===== src/design/sha_pkg.sv =====
`default_nettype none
package sha_pkg;

  localparam int QDepth = 4;
  localparam int QAw = 2;

  typedef struct packed {
    logic       fin;
    logic [7:0] data;
  } sha_item_t;

  typedef logic [31:0] word_t;

  function automatic word_t round_k(input logic [5:0] idx);
    word_t k;
    case (idx)
      6'd0: k = 32'h428a2f98; 6'd1: k = 32'h71374491; 6'd2: k = 32'hb5c0fbcf;
      6'd3: k = 32'he9b5dba5; 6'd4: k = 32'h3956c25b; 6'd5: k = 32'h59f111f1;
      6'd6: k = 32'h923f82a4; 6'd7: k = 32'hab1c5ed5; 6'd8: k = 32'hd807aa98;
      6'd9: k = 32'h12835b01; 6'd10: k = 32'h243185be; 6'd11: k = 32'h550c7dc3;
      6'd12: k = 32'h72be5d74; 6'd13: k = 32'h80deb1fe; 6'd14: k = 32'h9bdc06a7;
      6'd15: k = 32'hc19bf174; 6'd16: k = 32'he49b69c1; 6'd17: k = 32'hefbe4786;
      6'd18: k = 32'h0fc19dc6; 6'd19: k = 32'h240ca1cc; 6'd20: k = 32'h2de92c6f;
      6'd21: k = 32'h4a7484aa; 6'd22: k = 32'h5cb0a9dc; 6'd23: k = 32'h76f988da;
      6'd24: k = 32'h983e5152; 6'd25: k = 32'ha831c66d; 6'd26: k = 32'hb00327c8;
      6'd27: k = 32'hbf597fc7; 6'd28: k = 32'hc6e00bf3; 6'd29: k = 32'hd5a79147;
      6'd30: k = 32'h06ca6351; 6'd31: k = 32'h14292967; 6'd32: k = 32'h27b70a85;
      6'd33: k = 32'h2e1b2138; 6'd34: k = 32'h4d2c6dfc; 6'd35: k = 32'h53380d13;
      6'd36: k = 32'h650a7354; 6'd37: k = 32'h766a0abb; 6'd38: k = 32'h81c2c92e;
      6'd39: k = 32'h92722c85; 6'd40: k = 32'ha2bfe8a1; 6'd41: k = 32'ha81a664b;
      6'd42: k = 32'hc24b8b70; 6'd43: k = 32'hc76c51a3; 6'd44: k = 32'hd192e819;
      6'd45: k = 32'hd6990624; 6'd46: k = 32'hf40e3585; 6'd47: k = 32'h106aa070;
      6'd48: k = 32'h19a4c116; 6'd49: k = 32'h1e376c08; 6'd50: k = 32'h2748774c;
      6'd51: k = 32'h34b0bcb5; 6'd52: k = 32'h391c0cb3; 6'd53: k = 32'h4ed8aa4a;
      6'd54: k = 32'h5b9cca4f; 6'd55: k = 32'h682e6ff3; 6'd56: k = 32'h748f82ee;
      6'd57: k = 32'h78a5636f; 6'd58: k = 32'h84c87814; 6'd59: k = 32'h8cc70208;
      6'd60: k = 32'h90befffa; 6'd61: k = 32'ha4506ceb; 6'd62: k = 32'hbef9a3f7;
      default: k = 32'hc67178f2;
    endcase
    return k;
  endfunction

  function automatic word_t init_h(input logic [2:0] idx);
    word_t h;
    case (idx)
      3'd0: h = 32'h6a09e667; 3'd1: h = 32'hbb67ae85; 3'd2: h = 32'h3c6ef372;
      3'd3: h = 32'ha54ff53a; 3'd4: h = 32'h510e527f; 3'd5: h = 32'h9b05688c;
      3'd6: h = 32'h1f83d9ab;
      default: h = 32'h5be0cd19;
    endcase
    return h;
  endfunction

  localparam logic [7:0] PadByte = 8'h80;

endpackage
`default_nettype wire


===== src/design/sha_front.sv =====
`default_nettype none
module sha_front (
  input  wire logic               clk,
  input  wire logic               rst_n,
  input  wire logic               in_push,
  output logic                    in_full,
  input  wire logic               in_req_type,
  input  wire logic [7:0]         in_byte_value,
  output sha_pkg::sha_item_t      q_item,
  output logic                    q_valid,
  input  wire logic               q_take
);
  import sha_pkg::*;

  sha_item_t        mem_r [QDepth];
  logic [QAw:0]     cnt_r;
  logic [QAw-1:0]   wp_r, rp_r;
  logic             wr, rd;

  assign in_full = (cnt_r == (QAw+1)'(QDepth));
  assign wr      = in_push && !in_full;
  assign q_valid = (cnt_r != '0);
  assign rd      = q_take && q_valid;
  assign q_item  = mem_r[rp_r];

  always_ff @(posedge clk) begin
    if (wr) begin
      mem_r[wp_r] <= '{fin: in_req_type, data: in_byte_value};
    end
    if (!rst_n) begin
      cnt_r <= '0;
      wp_r  <= '0;
      rp_r  <= '0;
    end else begin
      if (wr) wp_r <= wp_r + 1'b1;
      if (rd) rp_r <= rp_r + 1'b1;
      cnt_r <= cnt_r + (QAw+1)'(wr) - (QAw+1)'(rd);
    end
  end

  a_no_over: assert property (@(posedge clk) disable iff (!rst_n)
    cnt_r <= (QAw+1)'(QDepth)) else $error("queue overflow");
  a_count: assert property (@(posedge clk) disable iff (!rst_n)
    (wr && !rd) |=> cnt_r == $past(cnt_r) + 1'b1) else $error("count slip");
  a_empty: assert property (@(posedge clk) disable iff (!rst_n)
    (cnt_r == '0) |-> !rd) else $error("read when empty");
endmodule
`default_nettype wire


===== src/design/sha_back.sv =====
`default_nettype none
module sha_back (
  input  wire logic               clk,
  input  wire logic               rst_n,
  input  wire sha_pkg::sha_item_t q_item,
  input  wire logic               q_valid,
  output logic                    q_take,
  output logic                    out_empty,
  input  wire logic               out_pop,
  output logic [63:0]             out_digest_word,
  output logic [1:0]              out_word_index,
  output logic                    out_last_word
);
  import sha_pkg::*;

  typedef enum logic [2:0] {S_IDLE, S_PAD, S_RUN, S_ADD, S_EMIT} state_t;

  state_t      st_r;
  // block held as 16 big-endian words; during the rounds it doubles as the schedule window
  word_t       buf_r [16];
  logic [5:0]  fill_r, ptr_r;
  logic [63:0] len_r;
  word_t       h_r [8];
  word_t       v_r [8];
  logic [5:0]  rnd_r;
  logic        fin_r, second_r;
  logic [1:0]  widx_r;
  logic        ovf_r;

  word_t s0, s1, ws, wi, t1, t2, e, a;

  function automatic word_t rr(input word_t x, input int n);
    return (x >> n) | (x << (32 - n));
  endfunction

  always_comb begin
    s0 = rr(buf_r[1], 7) ^ rr(buf_r[1], 18) ^ (buf_r[1] >> 3);
    s1 = rr(buf_r[14], 17) ^ rr(buf_r[14], 19) ^ (buf_r[14] >> 10);
    ws = buf_r[0] + s0 + buf_r[9] + s1;
    wi = buf_r[0];
    e  = v_r[4];
    a  = v_r[0];
    t1 = v_r[7] + (rr(e, 6) ^ rr(e, 11) ^ rr(e, 25)) + ((e & v_r[5]) ^ (~e & v_r[6]))
         + round_k(rnd_r) + wi;
    t2 = (rr(a, 2) ^ rr(a, 13) ^ rr(a, 22)) + ((a & v_r[1]) ^ (a & v_r[2]) ^ (v_r[1] & v_r[2]));
  end

  assign q_take          = (st_r == S_IDLE) && q_valid;
  assign out_empty       = (st_r != S_EMIT);
  assign out_digest_word = {h_r[{widx_r, 1'b0}], h_r[{widx_r, 1'b1}]};
  assign out_word_index  = widx_r;
  assign out_last_word   = (widx_r == 2'd3);

  always_ff @(posedge clk) begin
    if (!rst_n) begin
      st_r   <= S_IDLE;
      fill_r <= '0;
      len_r  <= '0;
      widx_r <= '0;
      for (int i = 0; i < 8; i++) h_r[i] <= init_h(3'(i));
    end else begin
      case (st_r)
        S_IDLE: begin
          if (q_valid) begin
            fin_r <= q_item.fin;
            if (!q_item.fin) begin
              buf_r[fill_r[5:2]][{~fill_r[1:0], 3'b000} +: 8] <= q_item.data;
              fill_r <= fill_r + 1'b1;
              len_r  <= len_r + 64'd8;
            end else begin
              buf_r[fill_r[5:2]][{~fill_r[1:0], 3'b000} +: 8] <= PadByte;
              ovf_r    <= (fill_r > 6'd55);
              second_r <= 1'b0;
              ptr_r    <= fill_r + 1'b1;
            end
            if (fill_r == 6'd63) begin
              for (int i = 0; i < 8; i++) v_r[i] <= h_r[i];
              rnd_r <= '0;
              st_r  <= S_RUN;
            end else if (q_item.fin) begin
              rnd_r <= '0;
              st_r  <= S_PAD;
            end
          end
        end
        S_PAD: begin
          // one pad byte a cycle; length goes in the last eight unless overflow block
          if (!ovf_r && ptr_r >= 6'd56)
            buf_r[ptr_r[5:2]][{~ptr_r[1:0], 3'b000} +: 8] <= len_r[{~ptr_r[2:0], 3'b000} +: 8];
          else
            buf_r[ptr_r[5:2]][{~ptr_r[1:0], 3'b000} +: 8] <= 8'h00;
          ptr_r <= ptr_r + 1'b1;
          if (ptr_r == 6'd63) begin
            st_r  <= S_RUN;
            rnd_r <= '0;
            for (int i = 0; i < 8; i++) v_r[i] <= h_r[i];
          end
        end
        S_RUN: begin
          for (int i = 0; i < 15; i++) buf_r[i] <= buf_r[i+1];
          buf_r[15] <= ws;
          v_r[7] <= v_r[6]; v_r[6] <= v_r[5]; v_r[5] <= v_r[4]; v_r[4] <= v_r[3] + t1;
          v_r[3] <= v_r[2]; v_r[2] <= v_r[1]; v_r[1] <= v_r[0]; v_r[0] <= t1 + t2;
          rnd_r <= rnd_r + 1'b1;
          if (rnd_r == 6'd63) st_r <= S_ADD;
        end
        S_ADD: begin
          for (int i = 0; i < 8; i++) h_r[i] <= h_r[i] + v_r[i];
          fill_r <= '0;
          if (!fin_r) begin
            st_r <= S_IDLE;
          end else if (ovf_r && !second_r) begin
            second_r <= 1'b1;
            ovf_r    <= 1'b0;
            ptr_r    <= '0;
            st_r     <= S_PAD;
          end else begin
            widx_r <= '0;
            st_r   <= S_EMIT;
          end
        end
        S_EMIT: begin
          if (out_pop) begin
            widx_r <= widx_r + 1'b1;
            if (widx_r == 2'd3) begin
              st_r   <= S_IDLE;
              len_r  <= '0;
              for (int i = 0; i < 8; i++) h_r[i] <= init_h(3'(i));
            end
          end
        end
        default: st_r <= S_IDLE;
      endcase
    end
  end

  a_take_idle: assert property (@(posedge clk) disable iff (!rst_n)
    q_take |-> st_r == S_IDLE) else $error("take while busy");
  a_emit_fin: assert property (@(posedge clk) disable iff (!rst_n)
    (st_r == S_ADD && !fin_r) |=> st_r == S_IDLE) else $error("absorb emitted");
  a_run_len: assert property (@(posedge clk) disable iff (!rst_n)
    (st_r == S_RUN && rnd_r != 6'd63) |=> st_r == S_RUN) else $error("short run");
endmodule
`default_nettype wire


===== src/design/sha256_stream_hasher.sv =====
// channel | ports                           | accepted when
// input   | in_req_type, in_byte_value      | in_push && !in_full
// result  | out_digest_word/word_index/last | out_pop && !out_empty
// Absorb writes each byte into the block; the 64th byte of a block starts the rounds, then the add.
// Finish: pad bytes one a cycle (up to 64 per block), then a compression per block, 1 or 2 blocks.
// Round loop in the back end sets the rate; a 4-item queue lets input run ahead.
// Synchronous active-low reset restores the initial hash; no clearing pass.
// Digest words wait for pop; the queue fills meanwhile.
`default_nettype none
module sha256_stream_hasher (
  input  wire logic        clk,
  input  wire logic        rst_n,
  input  wire logic        in_push,
  output logic             in_full,
  input  wire logic        in_req_type,
  input  wire logic [7:0]  in_byte_value,
  output logic             out_empty,
  input  wire logic        out_pop,
  output logic [63:0]      out_digest_word,
  output logic [1:0]       out_word_index,
  output logic             out_last_word
);
  import sha_pkg::*;

  sha_item_t q_item;
  logic      q_valid, q_take;

  sha_front u_front (.clk, .rst_n, .in_push, .in_full, .in_req_type, .in_byte_value,
                     .q_item, .q_valid, .q_take);
  sha_back  u_back  (.clk, .rst_n, .q_item, .q_valid, .q_take, .out_empty, .out_pop,
                     .out_digest_word, .out_word_index, .out_last_word);
endmodule
`default_nettype wire

===== config.mk =====
export PLATFORM = sky130hd
export DESIGN_NAME = sha256_stream_hasher
export DESIGN_NICKNAME = d
export VERILOG_FILES = /design/src/design/sha_pkg.sv /design/src/design/sha_front.sv /design/src/design/sha_back.sv /design/src/design/sha256_stream_hasher.sv
export SDC_FILE = /design/constraint.sdc
export NUM_CORES = 2
export LEC_CHECK = 0
export ABC_AREA = 1
export BUFFER_PORTS_ARGS = -buffer_cell sky130_fd_sc_hd__buf_4
export CORE_MARGIN = 5
export CORE_UTILIZATION = 48
export DETAILED_ROUTE_END_ITERATION = 16
export PLACE_DENSITY_LB_ADDON = 0.08
export SLEW_MARGIN = 30
export SYNTH_ARGS = -nofsm -noshare
export SYNTH_HDL_FRONTEND = slang
export SYNTH_SLANG_ARGS = --single-unit

===== constraint.sdc =====
create_clock -name clk -period 7.9 [get_ports clk]
set_input_delay 0.395 -clock clk [delete_from_list [all_inputs] [get_ports clk]]
set_output_delay 0.395 -clock clk [all_outputs]
set_load 0.005 [all_outputs]

Yosys cells after proc, flatten, opt, wreduce, memory -nomap -nowiden

Memories as Yosys holds them, arrays and structs flattened. A register that Yosys moved wholly into a read port is not among the register bits.
Cells that the tools add are included.

Shifts and indexed selects: 7
Bitwise operators: 126
$lt $le $gt $ge: 2
Add/sub/neg operators: 29
Eq/ne operators: 21
Reductions and logical operators: 25
Mux-type cells: 232

Operators by type and width:

| kind                                                       | number |
|---|---|
| two-way mux 32 bit                                         | 80 |
| adder 32 bit                                               | 18 |
| bitwise XOR 32 bit                                         | 9 |
| two-way mux 64 bit                                         | 4 |
| AND 32 bit                                                 | 5 |
| one-hot mux 64 bit (2 select lines)                        | 1 |
| two-way mux 1 bit                                          | 109 |
| bitwise OR 1 bit                                           | 96 |
| two-way mux 6 bit                                          | 11 |
| adder 64 x 4 -> 64 bit (second input constant)             | 1 |
| OR reduction 32 bit                                        | 2 |
| variable shift 8 x 7 -> 32 bit (first input constant)      | 2 |
| indexed part select 64 x 7 -> 8 bit                        | 1 |
| indexed part select 8 x 7 -> 32 bit                        | 2 |
| indexed part select 8 x 7 -> 32 bit (first input constant) | 2 |
| two-way mux 3 bit                                          | 13 |
| one-hot mux 6 bit (3 select lines)                         | 2 |
| NOT 32 bit                                                 | 1 |
| bitwise OR 10 x 32 -> 32 bit                               | 1 |
| bitwise OR 13 x 32 -> 32 bit                               | 1 |
| bitwise OR 14 x 32 -> 32 bit                               | 1 |
| bitwise OR 15 x 32 -> 32 bit                               | 1 |
| bitwise OR 19 x 32 -> 32 bit                               | 1 |
| bitwise OR 21 x 32 -> 32 bit                               | 1 |
| 39 further kinds                                           | 77 |

Memories: 5
Register bits: 97
Output and inout bits: 69
ROM bits: 2048
RAM bits: 1060

Memories:

| name             | words | bits a word | rd ports | clocked after memory_dff | wr ports | line            | text |
|---|---|---|---|---|---|---|---|
| (name not given) | 64    | 32          | 1        | 1                        | 0        | sha_pkg.sv:16   | `case (idx)` |
| u_back.buf_r     | 16    | 32          | 16       | 0                        | 16       | sha_back.sv:20  | `word_t buf_r [16];` |
| u_back.h_r       | 8     | 32          | 10       | 2                        | 8        | sha_back.sv:23  | `word_t h_r [8];` |
| u_back.v_r       | 8     | 32          | 8        | 0                        | 8        | sha_back.sv:24  | `word_t v_r [8];` |
| u_front.mem_r    | 4     | 9           | 1        | 1                        | 1        | sha_front.sv:15 | `sha_item_t mem_r [QDepth];` |

Longest topological paths before layout

Depth after elaboration: 10
Gate-level depth with buffers: 34
Depth with buffers taken out: 34

Modules after synthesis

From an unflattened synthesis, not the netlist that was laid out.

Cell total of the unflattened synthesis: 10702
Area total of the unflattened synthesis: 83397.5 µm²

By module, submodules not included:

| module    | cells an instance | area an instance (µm²) | sequential area each (µm²) | instances |
|---|---|---|---|---|
| sha_back  | 10550             | 81547.0                | 32040.7                    | 1 |
| sha_front | 152               | 1850.5                 | 1261.2                     | 1 |

Worst setup path before layout

OpenSTA, ideal clock, no wires.

Path kind: input to register
Start point: input port rst_n
End point: memory u_back.v_r[0][0] (netlist name), enable pin
Cell stages on the path: 5
Required time: 7.289 ns
Setup time: 0.611 ns
Path slack: 1.007 ns
Buffers on the path: 2
Data arrival time: 6.283 ns
Cell sequence: buf_2 -> inv_2 -> nor2_1 -> clkbuf_1 -> a221o_1

RTL lines:

| element         | line                       | text |
|---|---|---|
| start, declared | sha256_stream_hasher.sv:12 | `input wire logic rst_n,` |
| end, declared   | sha_back.sv:24             |  |

==> summary.txt <==
Clock tree
  – Clock buffer depth: 3
  – CTS buffer count: 141
  – TritonCTS clock tree: done
  – Clk root buf: clkbuf_16
  – H-tree Lvls: 4
  – Clk_lat worst skew: 0.83 ns
  – Worst-path clk slew: 0.06 ns
  – Sink Count: 1,190
  – Post-cts sizing count: 0

Power
  – Peak VDD IR: 0.000585 V
  – P per Cell Area: 500 nW/µm²
  – Final Power: 45.5 mW
  – Leak pwr: 39.8 nW

Detailed routing
  – Via count: 80,500
  – Antenna-violating nets left: 0
  – DR pass1 iterations: 9
  – WL final: 376,000 µm
  – Wire length per cell: 28.7 µm
  – Via density per instance: 6.15
  – Iter 0 DRT Violations: 12,200
  – DRC: 0

STA
  – Worst-margin pin slew: 1.16 ns
  – Final setup fails: 0
  – Post-route clock period utilization: 0.940
  – Layout Skew: 0.0533 ns
  – Min Tclk post-route: 7.43 ns
  – F_max: 135 MHz
  – RSZ-0062 raised after global routing: no
  – Fin. Hold Viols: 0
  – Max_slew headroom: 0.226
  – Setup TNS: 0 ns
  – Final Max Slew Viols: 0

Yosys
  – Post-synth top flop: edfxtp_1
  – Ys Warns: 0
  – Cell Area, Synth: 83,200 µm²
  – Synth area leader: edfxtp_1
  – Synth area leaders: edfxtp_1 (34%), nand2_1 (14%), ha_1 (6.1%), dfxtp_1 (5.8%), inv_1 (5.2%)
  – Async SR Flop Fraction: 0
  – Synth top area share: 0.342
  – Unique masters post-synth: 59
  – Post-synthesis sequential area ratio: 0.400
  – Post-synth EDFFs: 947
  – Syn Nets: 11,300
  – Seq cells post-synth: 1,190
  – Mapped Avg Cell Area: 7.78 µm²
  – Syn Inst Count: 10,700

Critical path
  – Register-to-Register Setup Slack: 0.47 ns
  – Max stage delay on crit path: 0.62 ns
  – Slowest cell on crit path: edfxtp_1
  – Worst Path Required: 8.43 ns
  – Worst Setup Start Kind: flop
  – WS Path Type: reg -> reg
  – Worst reg2reg startpoint: u_back.v_r[0][137]
  – Critical Path AT: 7.96 ns
  – Crit path max fanout: 6
  – Crit end category: flop
  – Worst Reg-to-Reg Cells: 26
  – RR Endpoint: u_back.v_r[0][27]

Layout
  – Layout cell share with drive strength beyond 1: 0.0479
  – Finished Core Util: 0.529
  – Most common cell after layout, fill and taps aside: nand2_1
  – Area Overhead vs Synth: 9.46%
  – Nets: 11,300
  – Footprint of the multi-input gates: 44,100 µm²
  – Sequential Area: 33,300 µm²
  – Most frequent cells in the layout: nand2_1 (3,197), inv_1 (1,153), edfxtp_1 (947)
  – Filler Cell Count: 16,500

Floorplan
  – Initial Util: 0.484
  – Row cnt: 152
  – Vert. Die Dim: 426 µm
  – Core region area: 172,000 µm²
  – Number of top-level pins: 82
  – Die area: 182,000 µm²
  – Die width: 426 µm

Run status
  – Outcome: finished clean

GRT
  – GRT Total Usage: 0.401
  – Largest net degree at the start of global routing: 207
  – Met1 Use GR: 0.553
  – Total congestion overflow: 0
  – Top Usage Layer GRT: met2
  – Grt met3 use: 0.145
  – Vias in the first global route: 73,000
  – First-pass GRT wire length: 527,000 µm
  – GRT met2 Usage: 0.569
  – Initial antenna violation count: 33

Hold path
  – Hold EP: u_front.wp_r[0]
  – Hold path start: in_push
  – Hold path cells: 4
  – Hold Path Class: in -> reg

Placement
  – Post-detail-place hpwl: 295,000 µm
  – GP Congestion: 1.11
  – # port buffers: 81

Job
  – Max-cap viol count: 0
what timing repair did:
action / CTS / global route
hold endpoints to repair: 49 / 0
hold buffers: 11 / 0
buffers inserted: 0 / 0
metal layers:
| layer | part of all wire | wire length [µm] |
|---|---|---|
| met1 | 0.40 | 151000 |
| met5 | 0.0024 | 919 |
| met3 | 0.14 | 52200 |
| met4 | 0.052 | 19500 |
| met2 | 0.41 | 152000 |
how the worst max path moves through the flow:
stage	end	start	depth (start not counted)
3_5_place_dp	u_back.v_r[0][27]	u_back.v_r[0][137]	26
6_report	u_back.v_r[0][27]	u_back.v_r[0][137]	26
5_1_grt	u_back.v_r[0][27]	u_back.v_r[0][140]	26
4_1_cts	u_back.v_r[0][27]	u_back.v_r[0][137]	26
2_1_floorplan	u_back.v_r[0][0]	rst_n	5
3_3_place_gp	u_back.v_r[0][27]	u_back.v_r[0][137]	26
sequential cells by signal (all words and copies together) (netlist names), named ones only:
signal and count:
u_front.cnt_r 3, u_back.fin_r 1, u_back.buf_r 512, u_back.out_word_index 2, u_back.len_r 61, u_back.fill_r 6, u_back.ptr_r 6, u_front.wp_r 2
u_front.rp_r 2, u_back.ovf_r 1, u_back.second_r 1, u_back.st_r 3, u_back.rnd_r 6, u_front.mem_r 36, u_back.v_r 256, u_back.h_r 256
power breakdown:
part	switching, mW	internal, mW	total, mW
Sequential	0.306	7.41	7.71
Clock	2.97	3.99	6.96
Combinational	21.4	9.48	30.8
cells in the mapped netlist (8+ instances only):
cell and count:
o211ai_1 42, inv_1 1156, a21oi_1 690, o21ai_1 11, nor3_1 123, a21boi_0 36
a211oi_1 13, nand4_1 148, o21ai_0 811, xnor2_1 180, buf_4 9, inv_2 12
a22oi_1 12, nor4_1 26, buf_2 56, xor2_1 219, nand2_1 3200, buf_1 22
o221ai_1 12, o22ai_1 69, nor2_1 768, clkbuf_1 312, dfxtp_1 243, nand3_1 588
mux2i_1 21, a21o_1 60, o21bai_1 47, a31oi_1 33, fa_1 196, edfxtp_1 947
a31o_2 10, nor2_2 8, o21ai_2 15, o21a_1 47, or2_2 52, maj3_1 20
ha_1 407, nand3b_1 26
critical path, delay by kind of cell (launching register included):
family                   cells  cell delay, ns
adder cells (fa/ha/maj)      6            2.64
flip-flops                   1            0.62
AO/OA/AOI/OAI                3            1.06
multiplexers                 1            0.43
AND/OR/NAND/NOR             11            1.73
buffers and inverters        4            0.30
XOR/XNOR                     1            0.37
logic make-up (layout without fill, tap and decap cells):
family	Yosys count	in the layout	synth area share
and+or+nand+nor	4958	4958	0.243
AOI/OAI and AO/OA	1937	1937	0.129
buffers and inverters	1570	1620	0.0720
DFF	1190	1190	0.400
adders and majority gates	623	623	0.111
xor gates and xnor gates	399	399	0.0420
muxes	22	22	0.00266
other	0	23	0
final cells by class:
class,count,share of cell area
multi-input combinational,7939,0.484
sequential,1190,0.366
inverter,1171,0.0484
clock buffer,174,0.0408
tap,2310,0.0317
timing repair buffer,192,0.0170
clock inverter,83,0.0124
antenna,23,0.000632
metrics by stage:
| stage | std cells | setup WS [ns] | cell area [µm²] | hold WS (ns) |
|---|---|---|---|---|
| CTS | 13100 | 0.634 | 91000 | 0.0328 |
| finish | 13100 | 0.471 | 91100 | 0.0544 |
| floorplan | 10700 | 1.01 | 83200 | 0.436 |
| global placement | 12800 | 0.591 | 86000 | 0.447 |
| global route | 13100 | 0.145 | 91100 | 0.0797 |
| detailed placement | 12800 | 0.680 | 86100 | 0.465 |
Power figures use the tool's default switching activity.
